### src/rtl/assert_macros.svh
// Assertion helpers for the RTL top level.
`ifndef ASSERT_MACROS_SVH
`define ASSERT_MACROS_SVH

// The consequent must hold in the same cycle as the antecedent.
`define ASSERT_SAME(label, clk, rst_n, ante, cons, msg) \
	label: assert property (@(posedge clk) disable iff (!rst_n) (ante) |-> (cons)) \
		else $error(msg);

// The consequent must hold in the cycle after the antecedent.
`define ASSERT_NEXT(label, clk, rst_n, ante, cons, msg) \
	label: assert property (@(posedge clk) disable iff (!rst_n) (ante) |=> (cons)) \
		else $error(msg);

`endif

### src/rtl/mas_pkg.sv
`timescale 1ns / 1ps
`default_nettype none

package mas_pkg;

	localparam int SAMPLE_BITS = 16;
	localparam int FILT_W      = 24;
	localparam int MAG_W       = 48;
	localparam int THR_W       = 40;
	localparam int TIME_W      = 32;
	localparam int PERIOD_W    = 24;
	localparam int COUNT_W     = 8;
	localparam int QUAL_W      = 7;
	localparam int ALPHA_W     = 16;
	localparam int ADDR_W      = 5;
	localparam int DATA_W      = 64;
	localparam int REG_IDX_W   = 2;

	// Register map, one register every eight bytes.
	localparam logic [REG_IDX_W-1:0] REG_ALPHA  = 2'd0;
	localparam logic [REG_IDX_W-1:0] REG_THRESH = 2'd1;
	localparam logic [REG_IDX_W-1:0] REG_AWAKE  = 2'd2;
	localparam logic [REG_IDX_W-1:0] REG_REPORT = 2'd3;

	localparam logic [ALPHA_W-1:0]  ALPHA_RST  = 16'd29491;
	localparam logic [THR_W-1:0]    THRESH_RST = 40'd697894;
	localparam logic [PERIOD_W-1:0] AWAKE_RST  = 24'd15000;
	localparam logic [PERIOD_W-1:0] REPORT_RST = 24'd60000;

	localparam logic [ALPHA_W:0] ALPHA_ONE = 17'd32768;

	// Multiplier operand selection.
	localparam logic [2:0] MUL_FX = 3'd0;
	localparam logic [2:0] MUL_FY = 3'd1;
	localparam logic [2:0] MUL_FZ = 3'd2;
	localparam logic [2:0] MUL_QX = 3'd3;
	localparam logic [2:0] MUL_QY = 3'd4;
	localparam logic [2:0] MUL_QZ = 3'd5;

	// Filter state write-back.
	localparam logic [1:0] FW_NONE = 2'd0;
	localparam logic [1:0] FW_X    = 2'd1;
	localparam logic [1:0] FW_Y    = 2'd2;
	localparam logic [1:0] FW_Z    = 2'd3;

	// Magnitude accumulator operation.
	localparam logic [1:0] MAG_HOLD = 2'd0;
	localparam logic [1:0] MAG_LOAD = 2'd1;
	localparam logic [1:0] MAG_ADD  = 2'd2;

	localparam logic [QUAL_W-1:0] QUAL_ZERO_EV  = 7'd100;
	localparam logic [QUAL_W-1:0] QUAL_ONE_EV   = 7'd75;
	localparam logic [QUAL_W-1:0] QUAL_TWO_EV   = 7'd50;
	localparam logic [QUAL_W-1:0] QUAL_THREE_EV = 7'd25;
	localparam logic [QUAL_W-1:0] QUAL_RESTLESS = 7'd0;

	typedef struct packed {
		logic signed [SAMPLE_BITS-1:0] accel_x;
		logic signed [SAMPLE_BITS-1:0] accel_y;
		logic signed [SAMPLE_BITS-1:0] accel_z;
		logic [TIME_W-1:0]             now_ms;
	} mas_in_t;

	typedef struct packed {
		logic               moving;
		logic               awake_event;
		logic               report_valid;
		logic [COUNT_W-1:0] awake_count;
		logic [QUAL_W-1:0]  sleep_quality;
	} mas_out_t;

	typedef struct packed {
		logic [ALPHA_W-1:0]  alpha_q15;
		logic [THR_W-1:0]    threshold_sq;
		logic [PERIOD_W-1:0] awake_period_ms;
		logic [PERIOD_W-1:0] report_period_ms;
	} mas_cfg_t;

	typedef struct packed {
		logic       load;
		logic [2:0] mul_sel;
		logic [1:0] filt_wr;
		logic [1:0] mag_op;
		logic       commit;
	} mas_cmd_t;

	function automatic logic [QUAL_W-1:0] quality(input logic [COUNT_W-1:0] cnt);
		logic [QUAL_W-1:0] q;
		case (cnt)
			8'd0:    q = QUAL_ZERO_EV;
			8'd1:    q = QUAL_ONE_EV;
			8'd2:    q = QUAL_TWO_EV;
			8'd3:    q = QUAL_THREE_EV;
			default: q = QUAL_RESTLESS;
		endcase
		return q;
	endfunction

endpackage

`default_nettype wire

### src/rtl/mas_regs.sv
`timescale 1ns / 1ps
`default_nettype none

module mas_regs (
	input  wire logic                         clk,
	input  wire logic                         arst_n,
	input  wire logic                         psel,
	input  wire logic                         penable,
	input  wire logic                         pwrite,
	input  wire logic [mas_pkg::ADDR_W-1:0]   paddr,
	input  wire logic [mas_pkg::DATA_W-1:0]   pwdata,
	output logic      [mas_pkg::DATA_W-1:0]   prdata,
	output logic                              pready,
	output mas_pkg::mas_cfg_t                 cfg
);

	mas_pkg::mas_cfg_t                   cfg_q;
	logic [mas_pkg::REG_IDX_W-1:0]       idx;
	logic                                wr_en;

	// Byte offset bits below the register stride are ignored.
	assign idx    = paddr[mas_pkg::ADDR_W-1:3];
	assign wr_en  = psel && penable && pwrite;
	assign pready = 1'b1;
	assign cfg    = cfg_q;

	always_ff @(posedge clk or negedge arst_n) begin
		if (!arst_n) begin
			cfg_q.alpha_q15        <= mas_pkg::ALPHA_RST;
			cfg_q.threshold_sq     <= mas_pkg::THRESH_RST;
			cfg_q.awake_period_ms  <= mas_pkg::AWAKE_RST;
			cfg_q.report_period_ms <= mas_pkg::REPORT_RST;
		end else if (wr_en) begin
			unique case (idx)
				mas_pkg::REG_ALPHA:  cfg_q.alpha_q15 <= pwdata[mas_pkg::ALPHA_W-1:0];
				mas_pkg::REG_THRESH: cfg_q.threshold_sq <= pwdata[mas_pkg::THR_W-1:0];
				mas_pkg::REG_AWAKE:  cfg_q.awake_period_ms <= pwdata[mas_pkg::PERIOD_W-1:0];
				mas_pkg::REG_REPORT: cfg_q.report_period_ms <= pwdata[mas_pkg::PERIOD_W-1:0];
				default: ;
			endcase
		end
	end

	always_comb begin
		unique case (idx)
			mas_pkg::REG_ALPHA:  prdata = mas_pkg::DATA_W'(cfg_q.alpha_q15);
			mas_pkg::REG_THRESH: prdata = mas_pkg::DATA_W'(cfg_q.threshold_sq);
			mas_pkg::REG_AWAKE:  prdata = mas_pkg::DATA_W'(cfg_q.awake_period_ms);
			mas_pkg::REG_REPORT: prdata = mas_pkg::DATA_W'(cfg_q.report_period_ms);
			default:             prdata = '0;
		endcase
	end

endmodule

`default_nettype wire

### src/rtl/mas_ctrl.sv
`timescale 1ns / 1ps
`default_nettype none

module mas_ctrl (
	input  wire logic        clk,
	input  wire logic        arst_n,
	input  wire logic        sample_valid,
	output logic             sample_stall,
	output logic             result_valid,
	input  wire logic        result_stall,
	output mas_pkg::mas_cmd_t cmd
);

	localparam logic [3:0] S_IDLE = 4'd0;
	localparam logic [3:0] S_FX   = 4'd1;
	localparam logic [3:0] S_FY   = 4'd2;
	localparam logic [3:0] S_FZ   = 4'd3;
	localparam logic [3:0] S_QX   = 4'd4;
	localparam logic [3:0] S_QY   = 4'd5;
	localparam logic [3:0] S_QZ   = 4'd6;
	localparam logic [3:0] S_ACC  = 4'd7;
	localparam logic [3:0] S_FIN  = 4'd8;

	logic [3:0] state_q;
	logic [3:0] state_nxt;
	logic       out_valid_q;
	logic       out_free;

	assign sample_stall = (state_q != S_IDLE);
	assign result_valid = out_valid_q;
	assign out_free     = !out_valid_q || !result_stall;

	always_comb begin
		cmd         = '0;
		cmd.mul_sel = mas_pkg::MUL_FX;
		cmd.filt_wr = mas_pkg::FW_NONE;
		cmd.mag_op  = mas_pkg::MAG_HOLD;
		state_nxt   = state_q;
		unique case (state_q)
			S_IDLE: begin
				cmd.load = sample_valid;
				if (sample_valid) begin
					state_nxt = S_FX;
				end
			end
			S_FX: begin
				cmd.mul_sel = mas_pkg::MUL_FX;
				state_nxt   = S_FY;
			end
			S_FY: begin
				cmd.filt_wr = mas_pkg::FW_X;
				cmd.mul_sel = mas_pkg::MUL_FY;
				state_nxt   = S_FZ;
			end
			S_FZ: begin
				cmd.filt_wr = mas_pkg::FW_Y;
				cmd.mul_sel = mas_pkg::MUL_FZ;
				state_nxt   = S_QX;
			end
			S_QX: begin
				cmd.filt_wr = mas_pkg::FW_Z;
				cmd.mul_sel = mas_pkg::MUL_QX;
				state_nxt   = S_QY;
			end
			S_QY: begin
				cmd.mag_op  = mas_pkg::MAG_LOAD;
				cmd.mul_sel = mas_pkg::MUL_QY;
				state_nxt   = S_QZ;
			end
			S_QZ: begin
				cmd.mag_op  = mas_pkg::MAG_ADD;
				cmd.mul_sel = mas_pkg::MUL_QZ;
				state_nxt   = S_ACC;
			end
			S_ACC: begin
				cmd.mag_op = mas_pkg::MAG_ADD;
				state_nxt  = S_FIN;
			end
			S_FIN: begin
				// Hold the finished request until the result register frees up.
				cmd.commit = out_free;
				if (out_free) begin
					state_nxt = S_IDLE;
				end
			end
			default: state_nxt = S_IDLE;
		endcase
	end

	always_ff @(posedge clk or negedge arst_n) begin
		if (!arst_n) begin
			state_q     <= S_IDLE;
			out_valid_q <= 1'b0;
		end else begin
			state_q <= state_nxt;
			if (cmd.commit) begin
				out_valid_q <= 1'b1;
			end else if (!result_stall) begin
				out_valid_q <= 1'b0;
			end
		end
	end

endmodule

`default_nettype wire

### src/rtl/mas_dp.sv
`timescale 1ns / 1ps
`default_nettype none

module mas_dp #(
	parameter int FILT_FRAC_BITS = 4
) (
	input  wire logic              clk,
	input  wire logic              arst_n,
	input  wire mas_pkg::mas_cmd_t cmd,
	input  wire mas_pkg::mas_cfg_t cfg,
	input  wire mas_pkg::mas_in_t  sample,
	output mas_pkg::mas_out_t      result
);

	localparam int FILT_W = mas_pkg::FILT_W;
	localparam int D_W    = mas_pkg::SAMPLE_BITS + 1;
	localparam int SH_W   = D_W + FILT_FRAC_BITS;
	localparam int S_W    = ((SH_W > FILT_W) ? SH_W : FILT_W) + 1;
	localparam int MUL_W  = (S_W > mas_pkg::ALPHA_W + 2) ? S_W : mas_pkg::ALPHA_W + 2;
	localparam int P_W    = 2 * MUL_W;
	localparam int THR_SW = mas_pkg::THR_W + 2 * FILT_FRAC_BITS;
	localparam int CMP_W  = (mas_pkg::MAG_W > THR_SW) ? mas_pkg::MAG_W : THR_SW;
	localparam int TIME_W = mas_pkg::TIME_W;
	localparam int CNT_W  = mas_pkg::COUNT_W;

	mas_pkg::mas_in_t              smp_q;
	logic signed [FILT_W-1:0]      filt_q [3];
	logic signed [mas_pkg::SAMPLE_BITS-1:0] last_q [3];
	logic signed [mas_pkg::SAMPLE_BITS-1:0] raw [3];
	logic signed [S_W-1:0]         s_ax [3];
	logic signed [S_W-1:0]         d_ax;
	logic [mas_pkg::ALPHA_W:0]     alpha_c;
	logic signed [MUL_W-1:0]       mul_a;
	logic signed [MUL_W-1:0]       mul_b;
	logic signed [P_W-1:0]         prod_q;
	logic signed [P_W-1:0]         rnd;
	logic signed [P_W-1:0]         shifted;
	logic [P_W-FILT_W:0]           hi;
	logic signed [FILT_W-1:0]      filt_new;
	logic [mas_pkg::MAG_W-1:0]     mag_q;
	logic [mas_pkg::MAG_W-1:0]     sq;
	logic [CMP_W-1:0]              thr_ext;
	logic                          moving;
	logic                          awake_flag_q;
	logic [TIME_W-1:0]             awake_start_q;
	logic [TIME_W-1:0]             window_start_q;
	logic [CNT_W-1:0]              cnt_q;
	logic [TIME_W-1:0]             start_sel;
	logic [TIME_W-1:0]             awake_el;
	logic [TIME_W-1:0]             win_el;
	logic                          event_hit;
	logic                          report;
	logic [CNT_W-1:0]              cnt_inc;
	mas_pkg::mas_out_t             res_q;

	assign raw[0] = smp_q.accel_x;
	assign raw[1] = smp_q.accel_y;
	assign raw[2] = smp_q.accel_z;

	assign alpha_c = (mas_pkg::ALPHA_W + 1)'(cfg.alpha_q15) > mas_pkg::ALPHA_ONE ?
		mas_pkg::ALPHA_ONE : (mas_pkg::ALPHA_W + 1)'(cfg.alpha_q15);

	// Filter input: previous output plus the raw step scaled into the filter format.
	always_comb begin
		for (int i = 0; i < 3; i++) begin
			d_ax    = S_W'(raw[i]) - S_W'(last_q[i]);
			s_ax[i] = S_W'(filt_q[i]) + (d_ax <<< FILT_FRAC_BITS);
		end
	end

	always_comb begin
		case (cmd.mul_sel)
			mas_pkg::MUL_FX: begin
				mul_a = MUL_W'(s_ax[0]);
				mul_b = MUL_W'($signed({1'b0, alpha_c}));
			end
			mas_pkg::MUL_FY: begin
				mul_a = MUL_W'(s_ax[1]);
				mul_b = MUL_W'($signed({1'b0, alpha_c}));
			end
			mas_pkg::MUL_FZ: begin
				mul_a = MUL_W'(s_ax[2]);
				mul_b = MUL_W'($signed({1'b0, alpha_c}));
			end
			mas_pkg::MUL_QX: begin
				mul_a = MUL_W'(filt_q[0]);
				mul_b = MUL_W'(filt_q[0]);
			end
			mas_pkg::MUL_QY: begin
				mul_a = MUL_W'(filt_q[1]);
				mul_b = MUL_W'(filt_q[1]);
			end
			mas_pkg::MUL_QZ: begin
				mul_a = MUL_W'(filt_q[2]);
				mul_b = MUL_W'(filt_q[2]);
			end
			default: begin
				mul_a = '0;
				mul_b = '0;
			end
		endcase
	end

	// Round half up, then saturate to the filter width.
	always_comb begin
		rnd     = prod_q + P_W'(1 << 14);
		shifted = rnd >>> 15;
		hi      = shifted[P_W-1:FILT_W-1];
		if ((&hi) || !(|hi)) begin
			filt_new = shifted[FILT_W-1:0];
		end else if (shifted[P_W-1]) begin
			filt_new = {1'b1, {(FILT_W-1){1'b0}}};
		end else begin
			filt_new = {1'b0, {(FILT_W-1){1'b1}}};
		end
	end

	assign sq      = prod_q[mas_pkg::MAG_W-1:0];
	assign thr_ext = CMP_W'(cfg.threshold_sq) << (2 * FILT_FRAC_BITS);
	assign moving  = CMP_W'(mag_q) > thr_ext;

	always_comb begin
		start_sel = (moving && !awake_flag_q) ? smp_q.now_ms : awake_start_q;
		awake_el  = smp_q.now_ms - start_sel;
		event_hit = moving && (awake_el >= TIME_W'(cfg.awake_period_ms));
		cnt_inc   = (event_hit && !(&cnt_q)) ? cnt_q + CNT_W'(1) : cnt_q;
		win_el    = smp_q.now_ms - window_start_q;
		report    = win_el >= TIME_W'(cfg.report_period_ms);
	end

	always_ff @(posedge clk) begin
		if (cmd.load) begin
			smp_q <= sample;
		end
		prod_q <= mul_a * mul_b;
		case (cmd.mag_op)
			mas_pkg::MAG_LOAD: mag_q <= sq;
			mas_pkg::MAG_ADD:  mag_q <= mag_q + sq;
			default: ;
		endcase
		if (cmd.commit) begin
			res_q.moving        <= moving;
			res_q.awake_event   <= event_hit;
			res_q.report_valid  <= report;
			res_q.awake_count   <= report ? cnt_inc : '0;
			res_q.sleep_quality <= report ? mas_pkg::quality(cnt_inc) : '0;
		end
	end

	always_ff @(posedge clk or negedge arst_n) begin
		if (!arst_n) begin
			for (int i = 0; i < 3; i++) begin
				filt_q[i] <= '0;
				last_q[i] <= '0;
			end
			awake_flag_q   <= 1'b0;
			awake_start_q  <= '0;
			window_start_q <= '0;
			cnt_q          <= '0;
		end else begin
			case (cmd.filt_wr)
				mas_pkg::FW_X: begin
					filt_q[0] <= filt_new;
					last_q[0] <= raw[0];
				end
				mas_pkg::FW_Y: begin
					filt_q[1] <= filt_new;
					last_q[1] <= raw[1];
				end
				mas_pkg::FW_Z: begin
					filt_q[2] <= filt_new;
					last_q[2] <= raw[2];
				end
				default: ;
			endcase
			if (cmd.commit) begin
				// A counted event ends the movement run; the next one starts fresh.
				awake_flag_q  <= moving && !event_hit;
				awake_start_q <= start_sel;
				cnt_q         <= report ? '0 : cnt_inc;
				if (report) begin
					window_start_q <= smp_q.now_ms;
				end
			end
		end
	end

	assign result = res_q;

endmodule

`default_nettype wire

### src/rtl/motion_activity_sleep_score_top.sv
// A sample passes states FX, FY, FZ, QX, QY, QZ, ACC and FIN, where its result is registered;
// FIN waits while the output register is held, and the input stays stalled until idle. The one
// shared multiplier runs three filter products and three squares per sample, then ACC adds the last square.
// A finished result waits in the output register while the next sample is taken.
// Reset (arst_n low, asynchronous) clears filters, timers, the event count and
// restores the register defaults.
`timescale 1ns / 1ps
`default_nettype none
`include "assert_macros.svh"

module motion_activity_sleep_score_top #(
	parameter int FILT_FRAC_BITS = 4
) (
	input  wire logic                       clk,
	input  wire logic                       arst_n,
	input  wire logic                       sample_valid,
	output logic                            sample_stall,
	input  wire mas_pkg::mas_in_t           sample,
	output logic                            result_valid,
	input  wire logic                       result_stall,
	output mas_pkg::mas_out_t               result,
	input  wire logic                       psel,
	input  wire logic                       penable,
	input  wire logic                       pwrite,
	input  wire logic [mas_pkg::ADDR_W-1:0] paddr,
	input  wire logic [mas_pkg::DATA_W-1:0] pwdata,
	output logic      [mas_pkg::DATA_W-1:0] prdata,
	output logic                            pready
);

	mas_pkg::mas_cfg_t cfg;
	mas_pkg::mas_cmd_t cmd;

	mas_regs u_regs (
		.clk     (clk),
		.arst_n  (arst_n),
		.psel    (psel),
		.penable (penable),
		.pwrite  (pwrite),
		.paddr   (paddr),
		.pwdata  (pwdata),
		.prdata  (prdata),
		.pready  (pready),
		.cfg     (cfg)
	);

	mas_ctrl u_ctrl (
		.clk          (clk),
		.arst_n       (arst_n),
		.sample_valid (sample_valid),
		.sample_stall (sample_stall),
		.result_valid (result_valid),
		.result_stall (result_stall),
		.cmd          (cmd)
	);

	mas_dp #(
		.FILT_FRAC_BITS (FILT_FRAC_BITS)
	) u_dp (
		.clk    (clk),
		.arst_n (arst_n),
		.cmd    (cmd),
		.cfg    (cfg),
		.sample (sample),
		.result (result)
	);

	`ASSERT_NEXT(a_busy_after_accept, clk, arst_n, sample_valid && !sample_stall, sample_stall, "request accepted but input not stalled next cycle")
	`ASSERT_SAME(a_commit_when_free, clk, arst_n, cmd.commit, !result_valid || !result_stall, "result register overwritten while stalled")
	`ASSERT_NEXT(a_commit_shows, clk, arst_n, cmd.commit, result_valid, "committed result not presented")
	`ASSERT_SAME(a_quiet_between_reports, clk, arst_n, result_valid && !result.report_valid, result.awake_count == '0 && result.sleep_quality == '0, "score fields set without a report")

endmodule

`default_nettype wire

### config.mk
export PLATFORM = sky130hd
export DESIGN_NAME = motion_activity_sleep_score_top
export DESIGN_NICKNAME = d
export VERILOG_FILES = /design/src/rtl/mas_pkg.sv /design/src/rtl/mas_regs.sv /design/src/rtl/mas_ctrl.sv /design/src/rtl/mas_dp.sv /design/src/rtl/motion_activity_sleep_score_top.sv
export VERILOG_INCLUDE_DIRS = /design/src /design/src/rtl
export SDC_FILE = /design/constraint.sdc
export NUM_CORES = 2
export LEC_CHECK = 0
export ABC_AREA = 1
export BUFFER_PORTS_ARGS = -buffer_cell sky130_fd_sc_hd__buf_2
export CORE_ASPECT_RATIO = 0.7
export CORE_MARGIN = 5
export CORE_UTILIZATION = 25
export DETAILED_ROUTE_END_ITERATION = 8
export PLACE_DENSITY_LB_ADDON = 0.3
export SYNTH_ARGS = -nofsm -noshare
export SYNTH_HDL_FRONTEND = slang
export SYNTH_HIERARCHICAL = 1
export SYNTH_SLANG_ARGS = --single-unit
### constraint.sdc
create_clock -name clk -period 23.4 [get_ports clk]
set_input_delay 1.17 -clock clk [delete_from_list [all_inputs] [get_ports clk]]
set_output_delay 1.17 -clock clk [all_outputs]
set_load 0.1 [all_outputs]
==> metrics <==
pin count of the biggest net entering global routing=75; worst-case clock skew=0.0811 ns; library cell with the largest summed area after synthesis=fa_1; kind of launch point of the worst setup path=flop; post-synthesis cell area=57800 sq um; Top cell by count, worst path=fa_1; Die Wd=585 um; number of enable flip-flop cells after synthesis=145; routed vias=48500; leftover overflow at the end of global routing=0; flip-flop and latch count after synthesis=497; Core Footprint=230000 sq um; worst min path class=primary input to asynchronous set/reset pin; vias per cell=4.60; starting density of the core=0.252; area of the multi-input gates=38600 sq um; Register Area=13000 sq um; number of nets at the end of the flow=8688; number of gates resized after cts=0; slowest stage cell, crit path=inv_1; number of global-route vias before repair=47500; unrepaired setup endpoints after global routing=no; antenna violations before repair=10; ranking of synthesized cells by instance count=nand2_1 (1763), inv_1 (1376), fa_1 (649); number of buffers added by the clock tree synthesis step=61; Core Rows=147; clock tree from TritonCTS=yes; Final Hold Violating Endpoints=0; full die area=241000 sq um; clock period minus final worst setup slack=12.80 ns; pins over their slew limit=0; H-tree depth=2; cell types with the largest area share after synthesis=fa_1 (22%), dfrtp_1 (12%), nand2_1 (11%), ha_1 (9.9%), inv_1 (8.9%); later-pin clock latency in the skew report=0.71 ns; number of warnings reported in the yosys synthesis log=6; overall die height=412 um; met2 wire length=80700 um; total routing resource utilization after global routing=0.165; topmost layer with routed signal wires=met4; largest stage delay on the critical path=1.01 ns; worst slew pin tran=1.22 ns; Detailed Routing Iterations Pass 1=6; ys flop type=dfrtp_1; core utilization of the finished layout=0.280; fraction of the yosys area taken by sequential cells=0.224; Final Cycle Share=0.547; number of filler cells placed in the layout=24800; Iteration-0 DRC Markers=4131; number of port buffers=188; DRT met1 WL=99300 um; cell with the most instances after synthesis=nand2_1; CTS root buffer=clkbuf_16; drc violations=0; max-slew headroom at the worst pin=0.182; achievable frequency=0.0782 GHz; wire length of the first global-routing pass=304000 um; Final HPWL DP=164000 um; outcome=complete, no violations; area share of the largest cell type after synthesis=0.225; FFs w/ async S/R, synth=0.608; mean area per synthesized cell=7.92 sq um; number of library cell types mapped by synthesis=73; TritonCTS Sinks=497; antenna violation net count after detailed routing=0; number of buffers added to fix hold violations after cts=0; global placer's final weighted congestion=0.951; deepest clock path buffer count=3; number of buffers inserted to repair setup after CTS=0; Max FO, Critical Path=13; setup TNS after final layout=0 ns; detail-routed net length per standard cell=19.2 um; Worst EP required=23.98 ns; CTS clock-pin slew for the worst setup and hold paths=0.07 ns; Setup crit end kind=flop; layout cells sized above 1=0.0746; final wirelength=202000 um; metal3 WL=18500 um; number of placed I/O pins=241; Final Setup Violations=0; CP arrival=13.38 ns; max capacitance violation total=0; signed area change from the synthesized netlist to the final layout=11.2%; path type of the worst setup path=flop to flop; Synth Instances=7290
-- path summary, 6_finish.rpt --
check                                           startpoint                     endpoint  slack, ns  cells after the start
worst min register to register  u_regs/cfg[31]$_DFFE_PN1P_   u_regs/cfg[31]$_DFFE_PN1P_       0.48                      2
worst min-delay path                                arst_n   u_regs/cfg[85]$_DFFE_PN0P_       0.46                      1
worst max register to register  u_dp/last_q[0]$_DFFE_PN0N_      u_dp/prod_q[46]$_DFF_P_      10.60                     47
min in group clk                u_regs/cfg[31]$_DFFE_PN1P_   u_regs/cfg[31]$_DFFE_PN1P_       0.48                      2
worst max-delay path            u_dp/last_q[0]$_DFFE_PN0N_      u_dp/prod_q[46]$_DFF_P_      10.60                     47
max in group asynchronous                           arst_n  u_dp/last_q[42]$_DFFE_PN0N_      20.83                      3
-- critical path: cells and delay by family, from the launching register on --
| kind | cells | cell delay, ns |
|---|---|---|
| simple gates | 15 | 2.88 |
| xor+xnor | 2 | 0.31 |
| fa+ha+maj | 11 | 5.03 |
| compound gates | 14 | 2.78 |
| flops | 1 | 0.38 |
| buf+inv | 5 | 1.24 |
-- cell type report --
type	instances	share of cell area
Clock inverter	44	0.00742
Tap cell	3054	0.0595
Sequential cell	497	0.202
Antenna cell	2	0.0000779
Timing Repair Buffer	266	0.0239
Multi-Input combinational cell	5201	0.601
Inverter	1399	0.0820
Clock buffer	72	0.0250
-- cell families (layout without fill, tap and decap cells) --
kind of cell,after synthesis,after routing,share of synthesized area
adders and majority gates,1109,1109,0.324
buffers and inverters,1615,1781,0.111
DFF,497,497,0.224
AOI/OAI and AO/OA,953,953,0.0920
xor gates and xnor gates,266,266,0.0405
and+or+nand+nor,2846,2846,0.208
other,4,29,0.000260
-- cells in the final DEF, fill, tap and decap left out, types with 145 or more instances in the layout --
master and instances:
nand2_1 1762, inv_1 1374, fa_1 649, nor2_1 586, ha_1 457, a21oi_1 354, o21ai_0 354, dfrtp_1 270
nand3_1 193, buf_2 187, xor2_1 184, edfxtp_1 145
-- stage by stage --
step                setup WS, ns  hold slack (ns)  instances  instance area (sq um)
floorplan                  13.58            0.448       7313                  57900
finish                     10.60            0.464      10500                  64200
global placement           10.78            0.462      10400                  62200
detailed placement         10.86            0.464      10400                  62200
CTS                        10.80            0.458      10500                  64200
global route                10.0            0.485      10500                  64200
-- per-layer routing --
metal	vias up	GRT usage
li1	22900	-
met1	23700	0.253
met2	1685	0.235
met3	183	0.0385
met4	0	0.0320
met5	-	0
-- state kept, by name, summed over array words and instances, names as in the netlist --
name                 cells
u_dp/raw                48
u_dp/awake_flag_q        1
u_dp/mag_q              48
u_dp/result             17
u_dp/awake_start_q      32
u_ctrl/result_valid      1
u_dp/window_start_q     32
u_regs/cfg             104
u_dp/last_q             48
u_dp/cnt_q               8
u_dp/filt_q             72
u_ctrl/state_q           4
u_dp/smp_q              32
u_dp/prod_q             50
Power is not shown: default switching activity piles up to over one toggle a cycle in this logic, so the estimate is an artifact.
